`config.mk`:
```
export PLATFORM = sky130hd
export DESIGN_NAME = hap_front_flat
export DESIGN_NICKNAME = d
export VERILOG_FILES = /design/src/hdl/hap_pkg.sv /design/src/hdl/hap_if.sv /design/src/hdl/hap_front.sv /design/src/flat_wrapper.sv
export SDC_FILE = /design/constraint.sdc
export NUM_CORES = 1
export LEC_CHECK = 0
export BUFFER_PORTS_ARGS = -buffer_cell sky130_fd_sc_hd__buf_2
export CAP_MARGIN = 20
export CORE_MARGIN = 2
export CORE_UTILIZATION = 37
export CTS_CLUSTER_SIZE = 12
export DETAILED_ROUTE_END_ITERATION = 16
export SLEW_MARGIN = 10
export SYNTH_ARGS = -nofsm -noshare
export SYNTH_HDL_FRONTEND = slang
export SYNTH_SLANG_ARGS = --single-unit
```
`constraint.sdc`:
```
create_clock -name clk -period 8.5 [get_ports clk]
set_input_delay 0.85 -clock clk [delete_from_list [all_inputs] [get_ports clk]]
set_output_delay 0.85 -clock clk [all_outputs]
set_load 0.02 [all_outputs]
```
`src/hdl/hap_pkg.sv`:
```
// ----------------------------------------------------------------------------
// hap_pkg: shared types and constants of the artifact heat analyzer
// Geometry limits, derived widths, register map, pixel event and config types.
// ----------------------------------------------------------------------------
`default_nettype none

package hap_pkg;

  localparam int MAX_WIDTH  = 1024;
  localparam int MAX_HEIGHT = 1024;

  localparam int COL_W   = $clog2(MAX_WIDTH);
  localparam int ROW_W   = $clog2(MAX_HEIGHT);
  localparam int DIM_W   = $clog2(MAX_WIDTH + 1);
  localparam int HDIM_W  = $clog2(MAX_HEIGHT + 1);
  localparam int RING_DEPTH = 2 * MAX_WIDTH;
  localparam int SLOT_W  = $clog2(RING_DEPTH);
  localparam int SPAN_W  = SLOT_W + 1;

  localparam int PIX_W   = 8;
  localparam int GEOM_W  = 11;
  localparam int SENS_W  = 8;

  localparam int ADDR_W  = 4;
  localparam int DATA_W  = 32;

  localparam int QDEPTH  = 4;
  localparam int QPTR_W  = $clog2(QDEPTH);

  localparam logic [15:0] GRAY_KR = 16'd77;
  localparam logic [15:0] GRAY_KG = 16'd150;
  localparam logic [15:0] GRAY_KB = 16'd29;

  // floor(p/18) == (p*58255)>>20 for every 16-bit product
  localparam logic [15:0] DIV18_MUL = 16'd58255;
  localparam int          DIV18_SH  = 20;
  // floor(e/3) == (e*171)>>9 for 8-bit e
  localparam logic [7:0]  DIV3_MUL  = 8'd171;
  localparam int          DIV3_SH   = 9;

  localparam logic [7:0] PAL_SEG1 = 8'd85;
  localparam logic [7:0] PAL_SEG2 = 8'd170;
  localparam logic [7:0] PAL_BASE = 8'd128;
  localparam logic [7:0] PIX_MAX  = 8'd255;

  typedef enum logic [1:0] {
    REG_WIDTH  = 2'd0,
    REG_HEIGHT = 2'd1,
    REG_SENS   = 2'd2,
    REG_NONE   = 2'd3
  } hap_reg_t;

  typedef struct packed {
    logic [GEOM_W-1:0] frame_width;
    logic [GEOM_W-1:0] frame_height;
    logic [SENS_W-1:0] sensitivity;
  } hap_cfg_t;

  typedef struct packed {
    logic [PIX_W-1:0]  gray;
    logic [SLOT_W-1:0] wslot;
    logic [SLOT_W-1:0] rslot;
    logic              emit;
    logic [COL_W-1:0]  x;
    logic [ROW_W-1:0]  y;
    logic [DIM_W-1:0]  w;
    logic [HDIM_W-1:0] h;
    logic              last;
  } hap_ev_t;

endpackage

`default_nettype wire

```
`src/hdl/hap_if.sv`:
```
// ----------------------------------------------------------------------------
// hap_if: stream channels of the artifact heat analyzer
// Valid/ready channels for input pixels and for result items.
// ----------------------------------------------------------------------------
`default_nettype none

interface hap_in_if;
  logic       valid;
  logic       ready;
  logic [7:0] pixel_red;
  logic [7:0] pixel_green;
  logic [7:0] pixel_blue;
  logic       is_flush;

  modport source (output valid, pixel_red, pixel_green, pixel_blue, is_flush,
                  input ready);
  modport sink   (input valid, pixel_red, pixel_green, pixel_blue, is_flush,
                  output ready);
endinterface


`default_nettype wire

```
`src/hdl/hap_front.sv`:
```
// ----------------------------------------------------------------------------
// hap_front: item intake
// Converts pixels to gray, tracks input/result raster positions and drain
// state, and turns each useful item into an event for the back.
// ----------------------------------------------------------------------------
`default_nettype none

module hap_front
  import hap_pkg::*;
(
  input  wire logic  clk,
  input  wire logic  rst_n,
  input  hap_cfg_t   cfg,
  hap_in_if.sink     in_ch,
  output logic       push,
  output hap_ev_t    push_ev,
  input  wire logic  space
);

  logic [COL_W-1:0]  in_col_r, in_col_nxt;
  logic [ROW_W-1:0]  in_row_r, in_row_nxt;
  logic [COL_W-1:0]  out_col_r, out_col_nxt;
  logic [ROW_W-1:0]  out_row_r, out_row_nxt;
  logic [DIM_W-1:0]  lat_w_r, lat_w_nxt;
  logic [HDIM_W-1:0] lat_h_r, lat_h_nxt;
  logic [SLOT_W-1:0] ptr_r, ptr_nxt;
  logic              draining_r, draining_nxt;

  logic [DIM_W-1:0]  w_cfg, w_use;
  logic [HDIM_W-1:0] h_cfg, h_use;
  logic              acc, is_pix, is_drain, frame_start, emit_pix, last;
  logic [SLOT_W-1:0] p_use;
  logic [SPAN_W-1:0] p_ext, w_ext, r_off;
  logic [15:0]       gray_sum;

  always_comb begin
    if (cfg.frame_width == '0)                 w_cfg = DIM_W'(1);
    else if (int'(cfg.frame_width) > MAX_WIDTH) w_cfg = DIM_W'(MAX_WIDTH);
    else                                       w_cfg = DIM_W'(cfg.frame_width);
    if (cfg.frame_height == '0)                  h_cfg = HDIM_W'(1);
    else if (int'(cfg.frame_height) > MAX_HEIGHT) h_cfg = HDIM_W'(MAX_HEIGHT);
    else                                         h_cfg = HDIM_W'(cfg.frame_height);
  end

  assign in_ch.ready = space;
  assign acc         = in_ch.valid && space;
  assign is_drain    = acc && draining_r;
  assign is_pix      = acc && !draining_r && !in_ch.is_flush;
  assign frame_start = (in_col_r == '0) && (in_row_r == '0);
  assign w_use       = (is_pix && frame_start) ? w_cfg : lat_w_r;
  assign h_use       = (is_pix && frame_start) ? h_cfg : lat_h_r;
  assign p_use       = (is_pix && frame_start) ? '0 : ptr_r;
  // result q = n - w - 1 becomes due once n reaches w + 1
  assign emit_pix    = (in_row_r >= ROW_W'(2)) ||
                       ((in_row_r == ROW_W'(1)) && (in_col_r != '0));
  assign last        = (DIM_W'(out_col_r) + DIM_W'(1) == w_use) &&
                       (HDIM_W'(out_row_r) + HDIM_W'(1) == h_use);
  assign p_ext       = SPAN_W'(p_use);
  assign w_ext       = SPAN_W'(w_use);
  // a single-line frame drains from item n = w on, so its window sits one sample later
  assign r_off       = (h_use == HDIM_W'(1)) ? w_ext - SPAN_W'(1) : w_ext;
  assign gray_sum    = 16'(in_ch.pixel_red) * GRAY_KR + 16'(in_ch.pixel_green) * GRAY_KG
                     + 16'(in_ch.pixel_blue) * GRAY_KB;

  always_comb begin
    push           = is_pix || is_drain;
    push_ev.gray   = gray_sum[15:8];
    push_ev.wslot  = p_use;
    push_ev.rslot  = (p_ext >= r_off) ? SLOT_W'(p_ext - r_off)
                                      : SLOT_W'(p_ext + (w_ext << 1) - r_off);
    push_ev.emit   = is_drain || emit_pix;
    push_ev.x      = out_col_r;
    push_ev.y      = out_row_r;
    push_ev.w      = w_use;
    push_ev.h      = h_use;
    push_ev.last   = last;
  end

  always_comb begin
    in_col_nxt   = in_col_r;
    in_row_nxt   = in_row_r;
    out_col_nxt  = out_col_r;
    out_row_nxt  = out_row_r;
    lat_w_nxt    = lat_w_r;
    lat_h_nxt    = lat_h_r;
    ptr_nxt      = ptr_r;
    draining_nxt = draining_r;
    if (push) begin
      ptr_nxt = (p_ext + SPAN_W'(1) == (w_ext << 1)) ? '0 : p_use + SLOT_W'(1);
      if (push_ev.emit) begin
        if (DIM_W'(out_col_r) + DIM_W'(1) >= w_use) begin
          out_col_nxt = '0;
          out_row_nxt = out_row_r + ROW_W'(1);
        end else begin
          out_col_nxt = out_col_r + COL_W'(1);
        end
      end
    end
    if (is_pix) begin
      lat_w_nxt = w_use;
      lat_h_nxt = h_use;
      if (DIM_W'(in_col_r) + DIM_W'(1) >= w_use) begin
        in_col_nxt = '0;
        if (HDIM_W'(in_row_r) + HDIM_W'(1) >= h_use) begin
          in_row_nxt   = '0;
          draining_nxt = 1'b1;
        end else begin
          in_row_nxt = in_row_r + ROW_W'(1);
        end
      end else begin
        in_col_nxt = in_col_r + COL_W'(1);
      end
    end
    if (is_drain && last) begin
      draining_nxt = 1'b0;
      in_col_nxt   = '0;
      in_row_nxt   = '0;
      out_col_nxt  = '0;
      out_row_nxt  = '0;
    end
  end

  always_ff @(posedge clk) begin
    if (!rst_n) begin
      in_col_r   <= '0;
      in_row_r   <= '0;
      out_col_r  <= '0;
      out_row_r  <= '0;
      lat_w_r    <= DIM_W'(640);
      lat_h_r    <= HDIM_W'(480);
      ptr_r      <= '0;
      draining_r <= 1'b0;
    end else begin
      in_col_r   <= in_col_nxt;
      in_row_r   <= in_row_nxt;
      out_col_r  <= out_col_nxt;
      out_row_r  <= out_row_nxt;
      lat_w_r    <= lat_w_nxt;
      lat_h_r    <= lat_h_nxt;
      ptr_r      <= ptr_nxt;
      draining_r <= draining_nxt;
    end
  end

`ifndef SYNTHESIS
  a_drain_col: assert property (@(posedge clk) disable iff (!rst_n)
    draining_r |-> (in_col_r == '0) && (in_row_r == '0))
    else $error("input position moved while draining");
  a_drain_end: assert property (@(posedge clk) disable iff (!rst_n)
    $fell(draining_r) |-> $past(is_drain && last))
    else $error("drain ended before the final result");
  a_pix_not_last: assert property (@(posedge clk) disable iff (!rst_n)
    is_pix && emit_pix |-> !last)
    else $error("final result issued before the frame was complete");
`endif

endmodule

`default_nettype wire

```
`src/flat_wrapper.sv`:
```
// flat-port wrapper written by rule: the top's interface ports become plain ports
module hap_front_flat import hap_pkg::*;
  (clk, rst_n, cfg, push, push_ev, space, in_ch_valid, in_ch_pixel_red, in_ch_pixel_green, in_ch_pixel_blue, in_ch_is_flush, in_ch_ready);
  hap_in_if in_ch_i ();
  input  wire logic clk;
  input  wire logic rst_n;
  input  hap_cfg_t cfg;
  output logic push;
  output hap_ev_t push_ev;
  input  wire logic space;
  input wire logic [$bits(in_ch_i.valid)-1:0] in_ch_valid;
  input wire logic [$bits(in_ch_i.pixel_red)-1:0] in_ch_pixel_red;
  input wire logic [$bits(in_ch_i.pixel_green)-1:0] in_ch_pixel_green;
  input wire logic [$bits(in_ch_i.pixel_blue)-1:0] in_ch_pixel_blue;
  input wire logic [$bits(in_ch_i.is_flush)-1:0] in_ch_is_flush;
  output wire logic [$bits(in_ch_i.ready)-1:0] in_ch_ready;
  assign in_ch_i.valid = in_ch_valid;
  assign in_ch_i.pixel_red = in_ch_pixel_red;
  assign in_ch_i.pixel_green = in_ch_pixel_green;
  assign in_ch_i.pixel_blue = in_ch_pixel_blue;
  assign in_ch_i.is_flush = in_ch_is_flush;
  assign in_ch_ready = in_ch_i.ready;
  hap_front u_core (.clk(clk), .rst_n(rst_n), .cfg(cfg), .in_ch(in_ch_i), .push(push), .push_ev(push_ev), .space(space));
endmodule
```
* Word-level counts from Yosys, hierarchy flattened
Cells that the tools add are included.
** Storage, ports and cells
- Flip-flop bits (word level) :: 74
- Output and inout port bits :: 76
- Word-level logic and storage cells :: 77
** Operators by class
- Add/subtract/negate cells :: 16
- Multipliers :: 3
- $lt $le $gt $ge :: 7
- Equal/unequal tests :: 5
- Mux-type cells :: 13
- Bitwise logic cells :: 1
- Reduce and logical (&&, ||, !) cells :: 24
** Operators with widths (count)
- 2-to-1 mux 11 bit :: 9
- adder 10 x 1 -> 11 bit (second input constant) :: 4
- adder 10 x 1 -> 10 bit (second input constant) :: 4
- >= comparator 11 bit :: 3
- multiplier 8 x 7 -> 15 bit (second input constant) :: 2
- 2-to-1 mux 10 bit :: 3
- equality test 11 bit :: 2
- > comparator 11 bit (second input constant) :: 2
- zero test 11 bit :: 2
- subtractor 11 bit :: 2
- zero test 10 bit :: 2
- adder 15 x 16 -> 16 bit :: 1
- adder 16 x 13 -> 16 bit :: 1
- multiplier 8 x 5 -> 13 bit (second input constant) :: 1
- adder 11 x 1 -> 12 bit (second input constant) :: 1
- equality test 12 bit :: 1
- >= comparator 11 x 12 -> 1 bit :: 1
- 2-to-1 mux 12 bit :: 1
- subtractor 11 x 1 -> 12 bit (second input constant) :: 1
- adder 11 x 1 -> 11 bit (second input constant) :: 1
- adder 11 bit :: 1
- equality test 11 x 1 -> 1 bit (second input constant) :: 1
- equality test 10 x 1 -> 1 bit (second input constant) :: 1
- >= comparator 10 x 2 -> 1 bit (second input constant) :: 1
- 8 further kinds :: 21

* Logic depth before layout (Yosys ltp)
- Word-level depth :: 9
- Depth in mapped cells :: 24
- Depth with buffers taken out :: 24

* Worst setup path after synthesis
No wires, ideal clock.
- Kind :: input-to-output
- Start point :: input in_ch_pixel_green[4]
- End point :: output push_ev[73] (netlist name)
- Arrival time :: 6608 ps
- Data required time :: 7650 ps
- Setup slack :: 1042 ps
- Stages on the path :: 22
- Path buffers :: 0
- Cell sequence :: ha_1 -> ha_1 -> inv_1 -> fa_1 -> fa_1 -> inv_1 -> ha_1 -> xnor2_1 -> fa_1 -> fa_1 -> inv_1 -> fa_1 -> fa_1 -> inv_1 -> ha_1 -> nand2_1 -> or4_1 -> a21oi_1 -> nor2_1 -> a21oi_1 -> a21oi_1 -> xor3_1
** RTL lines
- start, declared :: RTL line flat_wrapper.sv:13 : input wire logic [$bits(in_ch_i.pixel_green)-1:0] in_ch_pixel_green;
- end, declared :: RTL line flat_wrapper.sv:9 : output hap_ev_t push_ev;

==> impl_metrics.ini <==
[synthesis]
synthTopCellsByArea = ha_1 18%, dfxtp_1 15%, fa_1 13%
yosys_warnings = 0
synth_top_area_share_pct = 18.1
ys_types = 76
synth_commonest_cells = 147 x ha_1, 138 x inv_1, 74 x dfxtp_1, 68 x nand2_1, 66 x fa_1
syn_nets = 1480
synth_edf_count = 0
ys_ff_latch = 74
syn_area_per_cell_um2 = 8.43
ys_seq_area_share_pct = 14.6
synth_flop_cell = dfxtp_1
async_flop_share_pct = 0
netlist_area_um2 = 10200
yosys.cell_count.top_type = ha_1
synth_top_cell_by_area = ha_1
synthCells = 1208

[setup_path]
timing_worst_setup_path_type = input pin to output pin
crit_path_cell_trace = buf_2, ha_1, ha_1, inv_1, fa_1, fa_1, inv_1, ha_1, xnor2_1, fa_1, fa_1, inv_1, fa_1, fa_1, inv_1, ha_1, nand2_1, or4_1, a21oi_2, nor2_1, a21oi_1, a21oi_1, xor3_1, buf_2
startpoint_type = input pin
end_kind = output pin
cpPeakStageDelay_ns = 0.55
cp_common_cell = fa_1
crit_slowest_cell = fa_1
crit_fanout = 4
cp.arrival_ns = 7.16
required_ns = 7.65

[pwr]
fin_total_pwr_mw = 3.26
peakVddDrop_v = 0.000244
cellPowerDensity_nw_per_um2 = 285
p_leak_nw = 5.59

[drt]
post_drt_wl_per_cell_um = 15.6
viasPerCell = 5.25
drc = 0
detail-route-antenna-nets = 0
num_vias = 8692
firstDrtPassIters = 5
routed_wl_um = 25900
drtIter0Drc = 322

[finish]
fin_nets = 1582
nFillCells = 2714
areaGrowthSynthToFinish_pct = 12.1
diodes = 0
final_cells = 1656
post-route-util_pct = 42.4
design_area_um2 = 11400
drive_gt1_share_pct = 14.6

[run]
maxCapViolCount = 0

[clocking]
cts.sinks = 74
path_clk_slew_ns = 0.06
clockBufferDepth = 2
numCtsBuffers = 9
h-tree-depth = 3
root_buffer = clkbuf_16
cts_tree = built
insertion_delay_ns = 0.35

[timing]
slew-limit-headroom_pct = 30.3
fin_crit_ns = 8.01
setup_viol = 0
worst_hold_slack_ns = 0.479
setup_tns_ns = 0
fin_skew_ns = 0.00983
slew_viol_final = 0
timing.final.ws_setup_ns = 0.486
max_freq_mhz = 125
period_share_pct = 94.3
tightest_slew_ns = 1.04
rsz0062_at_grt = false
hold_viol = 0

[floorplan]
dieArea_um2 = 28900
pin_count = 135
start_util_pct = 37.8
dieWidth_um = 170
floorplan.rows = 60
core_area_um2 = 27000
die_h_um = 170

[placed_design]
dp_cells = 1640
place_ws_ns = 0.308
placed_area_um2 = 11100
dpl.hpwl_um = 21100
portBuffers = 126
routabilityCongestion = 0.884

[status]
status = finished, final reports clean

[grt]
grt_util_all_layers_pct = 18.3
grt_pass1_wl_um = 42600
grt_pass1_vias = 8418
gr-total-overflow = 0
grt_max_degree = 36
antenna_found_initial = 0

[min_path]
hold_path.class = register to register
[layout by cell type, fill, tap and decap left out, types with 7 or more instances in the layout]
| cell | count |
|---|---|
| a21o_1 | 23 |
| a21oi_1 | 56 |
| a22oi_1 | 10 |
| and2_1 | 25 |
| and3_1 | 27 |
| buf_2 | 126 |
| buf_4 | 8 |
| clkbuf_16 | 9 |
| dfxtp_1 | 74 |
| fa_1 | 66 |
| ha_1 | 147 |
| inv_1 | 138 |
| mux2i_1 | 14 |
| nand2_1 | 68 |
| nand2b_1 | 13 |
| nand3_1 | 50 |
| nand3b_1 | 11 |
| nand4_1 | 15 |
| nand4b_1 | 7 |
| nor2_1 | 64 |
| nor2_2 | 10 |
| nor2b_1 | 37 |
| nor3_1 | 31 |
| nor3b_1 | 7 |
| o211ai_1 | 8 |
| o21ai_0 | 43 |
| or2_2 | 8 |
| or3_1 | 11 |
| xnor2_1 | 50 |
| xor2_1 | 43 |
[flip-flops by register name (all words and copies together), names as in the netlist]
signal and flops:
u_core.out_col_r 10, u_core.out_row_r 10, u_core.draining_r 1, u_core.lat_w_r 11
u_core.lat_h_r 11, u_core.in_row_r 10, u_core.ptr_r 11, u_core.in_col_r 10
[layout make-up]
type	count	area [µm²]	area share, %
clock buffers	12	246	2.16
clock inverters	4	98.8	0.866
inverters	139	522	4.57
multi-input cells	952	7950	69.6
flip-flops and latches	74	1480	13.0
well taps	341	427	3.74
repair buffers	134	691	6.05
[routing by layer]
layer,vias to the layer above,part of all wire (%),GRT usage (%)
met5,-,0,0
met4,0,1.5,4.09
met3,28,4.1,2.07
met2,185,49,32.3
met1,4096,46,24.1
li1,4383,-,-
[final timing paths]
check | from | endpoint | slack, ns | cells after the start
max | in_ch_pixel_green[4] | push_ev[73] | 0.49 | 24
min | u_core.ptr_r[1]$_SDFFE_PN0P_ | u_core.ptr_r[1]$_SDFFE_PN0P_ | 0.48 | 2
max reg2reg | u_core.draining_r$_SDFFE_PP0P_ | u_core.in_col_r[6]$_SDFFE_PP0P_ | 2.87 | 13
min reg2reg | u_core.ptr_r[1]$_SDFFE_PN0P_ | u_core.ptr_r[1]$_SDFFE_PN0P_ | 0.48 | 2
[worst max-delay path, delay by kind of cell]
kind | cells | cell delay (ns)
adder cells (fa/ha/maj) | 10 | 4.23
AND/OR/NAND/NOR | 3 | 0.58
AO/OA/AOI/OAI | 3 | 0.57
buffers and inverters | 6 | 0.48
XOR/XNOR | 2 | 0.45
[kinds of logic after synthesis]
group           Yosys count  synth area share (%)
mux                      18                  1.82
simple gates            418                  23.1
compound gates          208                  13.7
buf+inv                 182                  7.41
flops                    74                  14.6
xor+xnor                 95                  8.46
fa+ha+maj               213                  31.0
[power breakdown]
group          leakage (nW)  internal (mW)  switching [mW]
clock network         0.167          0.296           0.156
logic                  4.82          0.937            1.51
registers             0.598          0.351         0.00329
total                  5.59           1.58            1.67
[timing repair]
item                                    CTS  global route
endpoints found under the setup margin    0             1
hold buffers                              0             0
resized for setup                         0             1
setup buffers                             0             0
No activity file was read; power rests on OpenSTA's default activity.
