### src/hdl/hap_pkg.sv
// ----------------------------------------------------------------------------
// hap_pkg: shared types and constants of the artifact heat analyzer
// Geometry limits, derived widths, register map, pixel event and config types.
// ----------------------------------------------------------------------------
`default_nettype none

package hap_pkg;

  localparam int MAX_WIDTH  = 1024;
  localparam int MAX_HEIGHT = 1024;

  localparam int COL_W   = $clog2(MAX_WIDTH);
  localparam int ROW_W   = $clog2(MAX_HEIGHT);
  localparam int DIM_W   = $clog2(MAX_WIDTH + 1);
  localparam int HDIM_W  = $clog2(MAX_HEIGHT + 1);
  localparam int RING_DEPTH = 2 * MAX_WIDTH;
  localparam int SLOT_W  = $clog2(RING_DEPTH);
  localparam int SPAN_W  = SLOT_W + 1;

  localparam int PIX_W   = 8;
  localparam int GEOM_W  = 11;
  localparam int SENS_W  = 8;

  localparam int ADDR_W  = 4;
  localparam int DATA_W  = 32;

  localparam int QDEPTH  = 4;
  localparam int QPTR_W  = $clog2(QDEPTH);

  localparam logic [15:0] GRAY_KR = 16'd77;
  localparam logic [15:0] GRAY_KG = 16'd150;
  localparam logic [15:0] GRAY_KB = 16'd29;

  // floor(p/18) == (p*58255)>>20 for every 16-bit product
  localparam logic [15:0] DIV18_MUL = 16'd58255;
  localparam int          DIV18_SH  = 20;
  // floor(e/3) == (e*171)>>9 for 8-bit e
  localparam logic [7:0]  DIV3_MUL  = 8'd171;
  localparam int          DIV3_SH   = 9;

  localparam logic [7:0] PAL_SEG1 = 8'd85;
  localparam logic [7:0] PAL_SEG2 = 8'd170;
  localparam logic [7:0] PAL_BASE = 8'd128;
  localparam logic [7:0] PIX_MAX  = 8'd255;

  typedef enum logic [1:0] {
    REG_WIDTH  = 2'd0,
    REG_HEIGHT = 2'd1,
    REG_SENS   = 2'd2,
    REG_NONE   = 2'd3
  } hap_reg_t;

  typedef struct packed {
    logic [GEOM_W-1:0] frame_width;
    logic [GEOM_W-1:0] frame_height;
    logic [SENS_W-1:0] sensitivity;
  } hap_cfg_t;

  typedef struct packed {
    logic [PIX_W-1:0]  gray;
    logic [SLOT_W-1:0] wslot;
    logic [SLOT_W-1:0] rslot;
    logic              emit;
    logic [COL_W-1:0]  x;
    logic [ROW_W-1:0]  y;
    logic [DIM_W-1:0]  w;
    logic [HDIM_W-1:0] h;
    logic              last;
  } hap_ev_t;

endpackage

`default_nettype wire

### src/hdl/hap_queue.sv
// ----------------------------------------------------------------------------
// hap_queue: event queue
// Short FIFO of pixel events between the front and the back.
// ----------------------------------------------------------------------------
`default_nettype none

module hap_queue
  import hap_pkg::*;
(
  input  wire logic    clk,
  input  wire logic    rst_n,
  input  wire logic    push,
  input  hap_ev_t      push_ev,
  output logic         space,
  input  wire logic    pop,
  output hap_ev_t      head,
  output logic         nonempty
);

  hap_ev_t           mem_r [QDEPTH];
  logic [QPTR_W-1:0] wptr_r, rptr_r;
  logic [QPTR_W:0]   cnt_r;

  assign space    = (cnt_r != (QPTR_W+1)'(QDEPTH));
  assign nonempty = (cnt_r != '0);
  assign head     = mem_r[rptr_r];

  always_ff @(posedge clk) begin
    if (push) mem_r[wptr_r] <= push_ev;
  end

  always_ff @(posedge clk) begin
    if (!rst_n) begin
      wptr_r <= '0;
      rptr_r <= '0;
      cnt_r  <= '0;
    end else begin
      if (push) wptr_r <= wptr_r + QPTR_W'(1);
      if (pop)  rptr_r <= rptr_r + QPTR_W'(1);
      priority if (push && !pop) cnt_r <= cnt_r + (QPTR_W+1)'(1);
      else if (pop && !push)     cnt_r <= cnt_r - (QPTR_W+1)'(1);
    end
  end

`ifndef SYNTHESIS
  a_no_overflow: assert property (@(posedge clk) disable iff (!rst_n)
    push |-> space) else $error("queue push while full");
  a_no_underflow: assert property (@(posedge clk) disable iff (!rst_n)
    pop |-> nonempty) else $error("queue pop while empty");
  a_cnt_bound: assert property (@(posedge clk) disable iff (!rst_n)
    cnt_r <= (QPTR_W+1)'(QDEPTH)) else $error("queue count out of range");
`endif

endmodule

`default_nettype wire

### config.mk
export PLATFORM = sky130hd
export DESIGN_NAME = hap_queue
export DESIGN_NICKNAME = d
export VERILOG_FILES = /design/src/hdl/hap_pkg.sv /design/src/hdl/hap_queue.sv
export SDC_FILE = /design/constraint.sdc
export NUM_CORES = 1
export LEC_CHECK = 0
export BUFFER_PORTS_ARGS = -buffer_cell sky130_fd_sc_hd__buf_2
export CAP_MARGIN = 40
export CORE_UTILIZATION = 57
export CTS_BUF_LIST = sky130_fd_sc_hd__clkbuf_8 sky130_fd_sc_hd__clkbuf_16
export DETAILED_ROUTE_END_ITERATION = 6
export PLACE_DENSITY = 0.8
export SLEW_MARGIN = 40
export SYNTH_ARGS = -nofsm -noshare
export SYNTH_HDL_FRONTEND = slang
export SYNTH_SLANG_ARGS = --single-unit
### constraint.sdc
create_clock -name clk -period 3.83 [get_ports clk]
set_clock_uncertainty 0.1 [all_clocks]
set_input_delay 0.1915 -clock clk [delete_from_list [all_inputs] [get_ports clk]]
set_output_delay 0.1915 -clock clk [all_outputs]
set_load 0.01 [all_outputs]
---- Yosys cells after proc, flatten, opt, wreduce, memory -nomap -nowiden ----
Memories as Yosys holds them, arrays and structs flattened. A register that Yosys moved wholly into a read port is not among the register bits.
Index checks and enable logic that the tools add are counted.
W data, S select, Z words.
word-level totals
  flip-flop bits (word level) ............. 7
  RAM bits ................................ 296
  input bits .............................. 78
  output and inout port bits .............. 76
  logic and storage cells ................. 21
  memories ................................ 1
memory list
  name   words  width  rd ports  clocked after memory_dff  write ports  RTL line         text
  mem_r  4      74     1         1                         1            hap_queue.sv:20  hap_ev_t mem_r [QDEPTH];
operators by class
  add/sub/neg operators ................... 4
  equal/unequal tests ..................... 1
  mux-type cells .......................... 6
  reductions and logical operators ........ 6
operators with widths
  cell                   number
  $mux W3                2
  $add A2 B1 Y2 const B  2
  $mux W2                2
  $add A3 B1 Y3 const B  1
  $ne A3 B3 Y1 const B   1
  $reduce_bool A3 Y1     1
  $sub A3 B1 Y3 const B  1
  $logic_and A1 B1 Y1    2
  $logic_not A1 Y1       2
  $mux W1                2
  $reduce_bool A2 Y1     1

---- Longest topological paths before layout ----
Gate-level depths: netlist of the first run.
  word-level depth ........................ 4
  gate-level depth with buffers ........... 7
  depth with buffers taken out ............ 7

---- Worst setup path after synthesis of the first run ----
OpenSTA, ideal clock, no wires.
  path kind ............................... register to register
  start ................................... register wptr_r[0]
  end ..................................... memory mem_r[0][0] (netlist name) (enable)
  setup time .............................. 0.440 ns
  arrival ................................. 2.270 ns
  data required time ...................... 3.290 ns
  setup slack ............................. 1.020 ns
  cell stages (with the launch flop) ...... 4
  path buffers ............................ 0
  clock period less this slack ............ 2.810 ns
  path through ............................ dfxtp_1 inv_1 ha_1 and2_1
RTL lines
  element                   RTL line         text
  start: declaration        hap_queue.sv:21  logic [QPTR_W-1:0] wptr_r, rptr_r;
  start signal: assignment  hap_queue.sv:38  if (push) wptr_r <= wptr_r + QPTR_W'(1);
  end: declaration          hap_queue.sv:20
Straight into the memory's write port.

==> impl_metrics.json, run 1 <==
{
  "dieArea_um2": 20100,
  "nFillCells": 1078,
  "setup-violations-final": 0,
  "timing.rr.start": "wptr_r[0]",
  "ff2ff_setup_slack_ps": 1900,
  "worst_ep_arrival_time_ps": 2470,
  "synthDistinctLibCells": 20,
  "design_area_um2": 14100,
  "status": "finished, final reports clean",
  "grt_max_degree": 36,
  "p_leak_nw": 4.85,
  "synth_top_area_share_pct": 79.9,
  "cts_root_buffer": "clkbuf_16",
  "slew_headroom_pct": 57.0,
  "min_to": "mem_r[1][69]",
  "cts_resized": 0,
  "min_period_ps": 2760,
  "holdCritStartpoint": "push_ev[69]",
  "drtPass1Iterations": 4,
  "syn_avg_cell_area_um2": 25.9,
  "yosysSeqAreaShare_pct": 81.5,
  "cts.clk_slew.worst_paths_ps": 60,
  "powerDensity_nw_per_um2": 532,
  "required_ps": 3540,
  "ys_ff_latch": 305,
  "die_y_um": 142,
  "place_area_um2": 12300,
  "row_count": 50,
  "hold_viol": 0,
  "multi_input_area_um2": 1930,
  "gp_congestion": 0.728,
  "end_kind": "output port",
  "drv_cap": 0,
  "grt_use_total_pct": 21.0,
  "start_util_pct": 58.9,
  "yosysMostFrequentCell": "edfxtp_1",
  "crit_fanout": 31,
  "hp-class": "in -> reg",
  "syn2layout_area_growth_pct": 26.7,
  "regArea_um2": 9080,
  "numCtsBuffers": 31,
  "clk_path_buf_depth": 3,
  "hold_depth": 2,
  "cts_tree": "done",
  "routed_via_density": 5.48,
  "h-tree-depth": 1,
  "hpwl_mm": 11.9,
  "critPathLaunchType": "flop",
  "wire_per_inst_um": 20.8,
  "ant_nets": 0,
  "grt_pass1_wl_mm": 31.5,
  "syn_nets": 514,
  "ys_warn_count": 0,
  "wl_mm": 20.3,
  "ir_drop_mv": 0.427,
  "min_period_over_period_pct": 72.1,
  "yosys_most_used_dff": "edfxtp_1",
  "yosysTopAreaCell": "edfxtp_1",
  "worst-r2r-cell-count": 4,
  "clk_latency_ps": 530,
  "rsz0062_at_grt": "no",
  "drt-initial-drc-count": 323,
  "vias": 5345,
  "core_um2": 18900,
  "syn_inst": 430,
  "synth_edf_count": 296,
  "clock-sinks": 305,
  "overflow": 0,
  "layout.nets": 773,
  "drive_above_1_share_pct": 40.7,
  "synth-async-reset-ratio_pct": 0,
  "fmax_mhz": 362,
  "die_width_um": 142,
  "drc": 0,
  "crit_type": "reg -> out",
  "tns_ps": 0,
  "antenna_found_initial": 1,
  "worst_slew_pin_slew_ps": 645,
  "io_buffers": 153,
  "synth_area_um2": 11100,
  "reg2reg_to": "mem_r[3][16]",
  "synth_area_leaders": "edfxtp_1 80%, mux4_2 15%, dfxtp_1 1.6%",
  "synth_commonest_cells": "296 x edfxtp_1, 74 x mux4_2, 9 x and2_1, 9 x dfxtp_1",
  "finalMaxSlewViolations": 0,
  "grt_pass1_vias": 5898,
  "ioPinCount": 154
}
==> timing repair <==
item | in CTS | in global routing
buffers inserted | 0 | 0
hold endpoints to repair | 305 | 0
endpoints found under the setup margin | 0 | 0
hold buffers | 77 | 0
==> cell type report <==
type / instances / area share, %
inverters: 4 / 0.107
diodes: 2 / 0.0355
clock buffers: 31 / 5.50
repair buffers: 242 / 12.5
clock inverters: 26 / 1.46
well taps: 260 / 2.31
multi-input cells: 105 / 13.7
flip-flops and latches: 305 / 64.4
==> per-layer routing <==
| metal | GRT usage (%) | part of all wire [%] | up-vias |
|---|---|---|---|
| li1 | - | - | 2363 |
| met1 | 26.8 | 39 | 2764 |
| met2 | 37.0 | 52 | 188 |
| met3 | 4.42 | 6.8 | 30 |
| met4 | 5.21 | 1.9 | 0 |
| met5 | 0 | 0 | - |
==> sequential cells by signal, summed over array words and instances, names as in the netlist, named ones only <==
register and cells:
mem_r 296, cnt_r 3, rptr_r 2, wptr_r 2
==> power breakdown <==
part,internal (mW),switching [mW],leakage (nW)
logic,0.390,0.370,1.56
registers,3.83,0.0669,2.79
clock network,1.67,1.17,0.495
==> placed cells by master (no fill, tap or decap), drive strengths merged, types with 2 or more instances in the layout <==
cell	instances
xnor2	2
clkinvlp	2
nor2b	2
ha	5
mux4	74
or3	2
xor2	3
clkbuf	31
and2	9
nand2	2
dlygate4sd3	77
mux2i	2
clkinv	16
diode	2
dfxtp	9
edfxtp	296
buf	165
inv	9
bufinv	3
==> critical path, stage by stage (launching register included) <==
cell	delay, ps
dfxtp_4	760
buf_4	430
mux4_2	560
buf_2	160
==> kinds of logic after synthesis <==
kind of cell,synth area share (%)
mux,15.2
simple gates,0.832
compound gates,0.112
buf+inv,1.26
xor+xnor,0.394
flops,81.5
fa+ha+maj,0.742
==> metrics by stage <==
stage	worst slack (ps)	util, %	instances	hold slack (ps)	power, mW
after floorplan	1020	-	430	190	4.37
after global placement	1570	64.2	829	300	4.62
after detailed placement	1550	65.3	839	308	4.67
after CTS	962	74.6	973	276	7.57
after global routing	893	74.6	974	283	7.75
final	1070	74.6	975	295	7.50
==> how the worst max path moves through the flow <==
stage | start | to | cells past startpoint
after floorplan | wptr_r[0] | mem_r[0][0] | 3
after global placement | flop | head[72] | 3
after detailed placement | flop | head[72] | 3
after CTS | flop | head[72] | 3
after global routing | flop | head[67] | 3
final | flop | head[31] | 3
Note: power is estimated with default switching activity, not from simulation.
==> inputs of run 2 (changes only) <==
==> constraint.sdc (replaced) <==
create_clock -name clk -period 2.6 [get_ports clk]
set_clock_uncertainty 0.1 [all_clocks]
set_input_delay 0.13 -clock clk [delete_from_list [all_inputs] [get_ports clk]]
set_output_delay 0.13 -clock clk [all_outputs]
set_load 0.01 [all_outputs]
==> impl_metrics.json, run 2 (same netlist as run 1, synthesis figures left out) <==
{
  "max_stage_delay_ps": 580,
  "wl_mm": 21.0,
  "tns_ps": 0,
  "drtPass1Iterations": 5,
  "end_kind": "output port",
  "hp-class": "in -> reg",
  "grt_pass1_vias": 5683,
  "path_cells": "buf_12, mux4_2, buf_2",
  "grt_max_degree": 42,
  "reg2reg_to": "mem_r[3][15]",
  "required_ps": 2370,
  "clk_path_buf_depth": 3,
  "dp_cells": 845,
  "fin_ws_ps": 228,
  "row_count": 50,
  "place_area_um2": 12300,
  "hpwl_mm": 13.0,
  "numCtsBuffers": 30,
  "hold_viol": 0,
  "reg_top3": "mem_r: 296 flops, cnt_r: 3 flops",
  "p_leak_nw": 4.86,
  "fmax_mhz": 422,
  "status": "finished, final reports clean",
  "finalMaxSlewViolations": 0,
  "io_buffers": 153,
  "rsz0062_at_grt": "no",
  "ant_nets": 0,
  "cp_slowest_cell": "mux4_2",
  "clk_latency_ps": 540,
  "setup-violations-final": 0,
  "fin_hold_ws_ps": 229,
  "post_cts_buffers": 0,
  "drv_cap": 0,
  "powerDensity_nw_per_um2": 783,
  "core_um2": 18900,
  "ff2ff_setup_slack_ps": 810,
  "die_y_um": 142,
  "ioPinCount": 154,
  "antenna_found_initial": 1,
  "die_width_um": 142,
  "worst_slew_pin_slew_ps": 553,
  "holdCritStartpoint": "push_ev[22]",
  "cts_resized": 0,
  "gp_congestion": 0.760,
  "cts.clk_slew.worst_paths_ps": 60,
  "worst_ep_arrival_time_ps": 2140,
  "largest_reg_flops": 296,
  "wire_per_inst_um": 21.5,
  "grt_pass1_wl_mm": 31.7,
  "instances_no_fill": 978,
  "routed_via_density": 5.55,
  "cts_tree": "done",
  "layout_commonest_cell": "edfxtp_1",
  "worst-r2r-cell-count": 3,
  "min_to": "mem_r[0][22]",
  "design_area_um2": 14100,
  "critPathLaunchType": "flop",
  "start_util_pct": 58.9,
  "slew_headroom_pct": 63.1,
  "largest-register": "mem_r",
  "dieArea_um2": 20100,
  "min_period_ps": 2370,
  "min_period_over_period_pct": 91.2,
  "clock-sinks": 305,
  "cts_root_buffer": "clkbuf_16",
  "drc": 0,
  "crit_fanout": 40,
  "post-place-ws_ps": 766,
  "ir_drop_mv": 0.544,
  "overflow": 0,
  "syn2layout_area_growth_pct": 26.3,
  "drt-initial-drc-count": 419,
  "final_cell_mix": "296 x edfxtp_1, 153 x buf_2, 77 x dlygate4sd3_1, 74 x mux4_2, 31 x clkbuf_16",
  "timing.rr.start": "wptr_r[0]",
  "h-tree-depth": 1,
  "grt_use_total_pct": 21.3,
  "layout.nets": 778,
  "crit_type": "reg -> out",
  "drive_above_1_share_pct": 40.6,
  "hold_depth": 2,
  "vias": 5431
}
-- run 2: cell count changes in the layout (fill, tap and decap cells not counted) --
cell / before / now
buf_12: 11 / 6
buf_4: 1 / 12
clkinv_4: 2 / 1
inv_1: 8 / 9
clkinv_1: 8 / 9
clkinv_2: 6 / 4
clkinvlp_4: 2 / 0
-- run 2: how the worst max path moves through the flow --
| stage | cells after the start | endpoint | startpoint |
|---|---|---|---|
| finish | 3 | head[42] | flop |
| global route | 3 | head[33] | flop |
| global placement | 3 | head[42] | flop |
| floorplan | 3 | mem_r[2][0] | wptr_r[0] |
| detailed placement | 3 | head[33] | flop |
| CTS | 3 | head[33] | flop |
-- run 2: critical path: cells and delay by family, from the launching register on --
kind,cells,cell delay (ps)
buffers and inverters,2,480
muxes,1,580
DFF,1,470
-- run 2: layer usage --
metal	global-route usage (%)	routed length (µm)	vias up
met2	35.0	10500	225
met1	30.0	8630	2814
met3	4.32	1610	26
li1	-	-	2366
met4	5.09	283	0
met5	0	0	-
-- run 2: cell type report --
| cell class | instances | area (µm²) |
|---|---|---|
| repair buffers | 248 | 1750 |
| inverters | 4 | 15.0 |
| multi-input cells | 105 | 1930 |
| clock buffers | 31 | 776 |
| clock inverters | 23 | 180 |
| well taps | 260 | 325 |
| flip-flops and latches | 305 | 9080 |
| diodes | 2 | 5.00 |
| fillers | 1083 | 4840 |
-- run 2: metrics by stage --
stage	power [mW]	util (%)
2_1_floorplan	6.43	-
3_3_place_gp	6.84	65.2
3_5_place_dp	6.89	65.2
4_1_cts	11.1	74.4
5_1_grt	11.3	74.4
6_report	11.0	74.4
-- run 2: what timing repair did --
action,4_1_cts,5_1_grt
hold endpoints to repair,305,0
hold buffers,77,0
endpoints found under the setup margin,0,0
-- run 2: power by group --
part / switching, mW / leakage, nW / internal (mW)
clock: 1.69 / 0.489 / 2.44
sequential: 0.0905 / 2.79 / 5.64
combinational: 0.562 / 1.58 / 0.568
total: 2.35 / 4.86 / 8.65
==> inputs of run 3 (changes only) <==
--- a/config.mk
+++ b/config.mk
@@ -7,6 +7,7 @@
 export LEC_CHECK = 0
 export BUFFER_PORTS_ARGS = -buffer_cell sky130_fd_sc_hd__buf_2
 export CAP_MARGIN = 40
+export CORE_ASPECT_RATIO = 0.5
 export CORE_UTILIZATION = 57
 export CTS_BUF_LIST = sky130_fd_sc_hd__clkbuf_8 sky130_fd_sc_hd__clkbuf_16
 export DETAILED_ROUTE_END_ITERATION = 6
==> impl_metrics.json, run 3 (same netlist as run 1, synthesis figures left out) <==
{
  "drv_cap": 0,
  "crit_type": "reg -> out",
  "syn2layout_area_growth_pct": 23.8,
  "slew_headroom_pct": 69.1,
  "core_um2": 18700,
  "wl_mm": 21.6,
  "setup-violations-final": 0,
  "layout.nets": 769,
  "status": "finished, final reports clean",
  "ir_drop_mv": 0.476,
  "layout_commonest_cell": "edfxtp_1",
  "die_width_um": 200,
  "worst_ep_arrival_time_ps": 2000,
  "ant_nets": 0,
  "grt_pass1_wl_mm": 32.7,
  "final_cell_mix": "296 x edfxtp_1, 153 x buf_2, 78 x dlygate4sd3_1, 74 x mux4_2, 25 x clkbuf_16",
  "hp-class": "in -> reg",
  "hold_viol": 0,
  "io_buffers": 153,
  "powerDensity_nw_per_um2": 737,
  "numCtsBuffers": 25,
  "critPathLaunchType": "flop",
  "clock-sinks": 305,
  "finalMaxSlewViolations": 0,
  "start_util_pct": 59.4,
  "design_area_um2": 13800,
  "overflow": 0,
  "required_ps": 2370,
  "routed_via_density": 5.56,
  "clk_path_buf_depth": 3,
  "grt_max_degree": 47,
  "drt-initial-drc-count": 330,
  "tns_ps": 0,
  "min_period_over_period_pct": 85.7,
  "ioPinCount": 154,
  "reg_top3": "mem_r: 296 flops, cnt_r: 3 flops",
  "grt_pass1_vias": 5727,
  "dieArea_um2": 20100,
  "largest_reg_flops": 296,
  "clk_latency_ps": 500,
  "path_cells": "buf_12, mux4_2, buf_2",
  "fin_hold_ws_ps": 270,
  "finalPower_mw": 10.2,
  "fmax_mhz": 449,
  "max_stage_delay_ps": 580,
  "min_period_ps": 2230,
  "antenna_found_initial": 0,
  "grt_use_total_pct": 22.5,
  "die_y_um": 101,
  "cts.clk_slew.worst_paths_ps": 70,
  "crit_fanout": 44,
  "hpwl_mm": 12.3,
  "cts_root_buffer": "clkbuf_16",
  "drive_above_1_share_pct": 39.1,
  "row_count": 35,
  "drc": 0,
  "wire_per_inst_um": 22.6,
  "rsz0062_at_grt": "no",
  "largest-register": "mem_r",
  "place_area_um2": 12300,
  "cts_resized": 0,
  "end_kind": "output port",
  "h-tree-depth": 1,
  "cts_tree": "done",
  "diodes": 0,
  "cp_slowest_cell": "mux4_2",
  "worst_slew_pin_slew_ps": 464,
  "vias": 5328,
  "post-route-util_pct": 73.5,
  "gp_congestion": 0.714,
  "drtPass1Iterations": 5,
  "p_leak_nw": 4.73
}
-- run 3: layer usage --
layer	up-vias	global-route usage [%]	share of wire, %
met1	2789	29.8	41
met2	163	38.8	51
met5	-	0	0
li1	2338	-	-
met4	0	6.52	2.2
met3	38	4.42	5.4
-- run 3: critical path: cells and delay by family, from the launching register on --
family                 cells  cell delay (ps)
buffers and inverters      2              470
muxes                      1              580
DFF                        1              370
-- run 3: where the power goes --
part,total (mW),switching (mW),internal [mW]
clock network,3.28,1.55,1.73
logic,1.16,0.591,0.570
registers,5.71,0.0688,5.64
-- run 3: through the flow --
stage	instances	worst slack (ps)
2_1_floorplan	430	600
3_3_place_gp	839	838
3_5_place_dp	839	778
4_1_cts	958	334
5_1_grt	958	293
6_report	958	373
-- run 3: timing repair --
item | 4_1_cts | 5_1_grt
hold buffers | 78 | 0
hold endpoints to repair | 305 | 0
setup buffers | 0 | 0
-- run 3: worst paths after layout --
| path | startpoint | to | slack (ps) | depth (start not counted) |
|---|---|---|---|---|
| hold / removal | push_ev[43] | mem_r[0][43] | 270 | 2 |
| setup reg to reg | wptr_r[0] | mem_r[0][7] | 740 | 4 |
| setup / recovery | flop | head[28] | 370 | 3 |
| hold reg to reg | cnt_r[2] | cnt_r[2] | 420 | 2 |
-- run 3: layout make-up --
class,instances,area [µm²]
multi-input cells,105,1930
well taps,259,324
flip-flops and latches,305,9080
fillers,1088,4970
repair buffers,244,1740
clock inverters,16,62.6
clock buffers,25,626
inverters,4,15.0
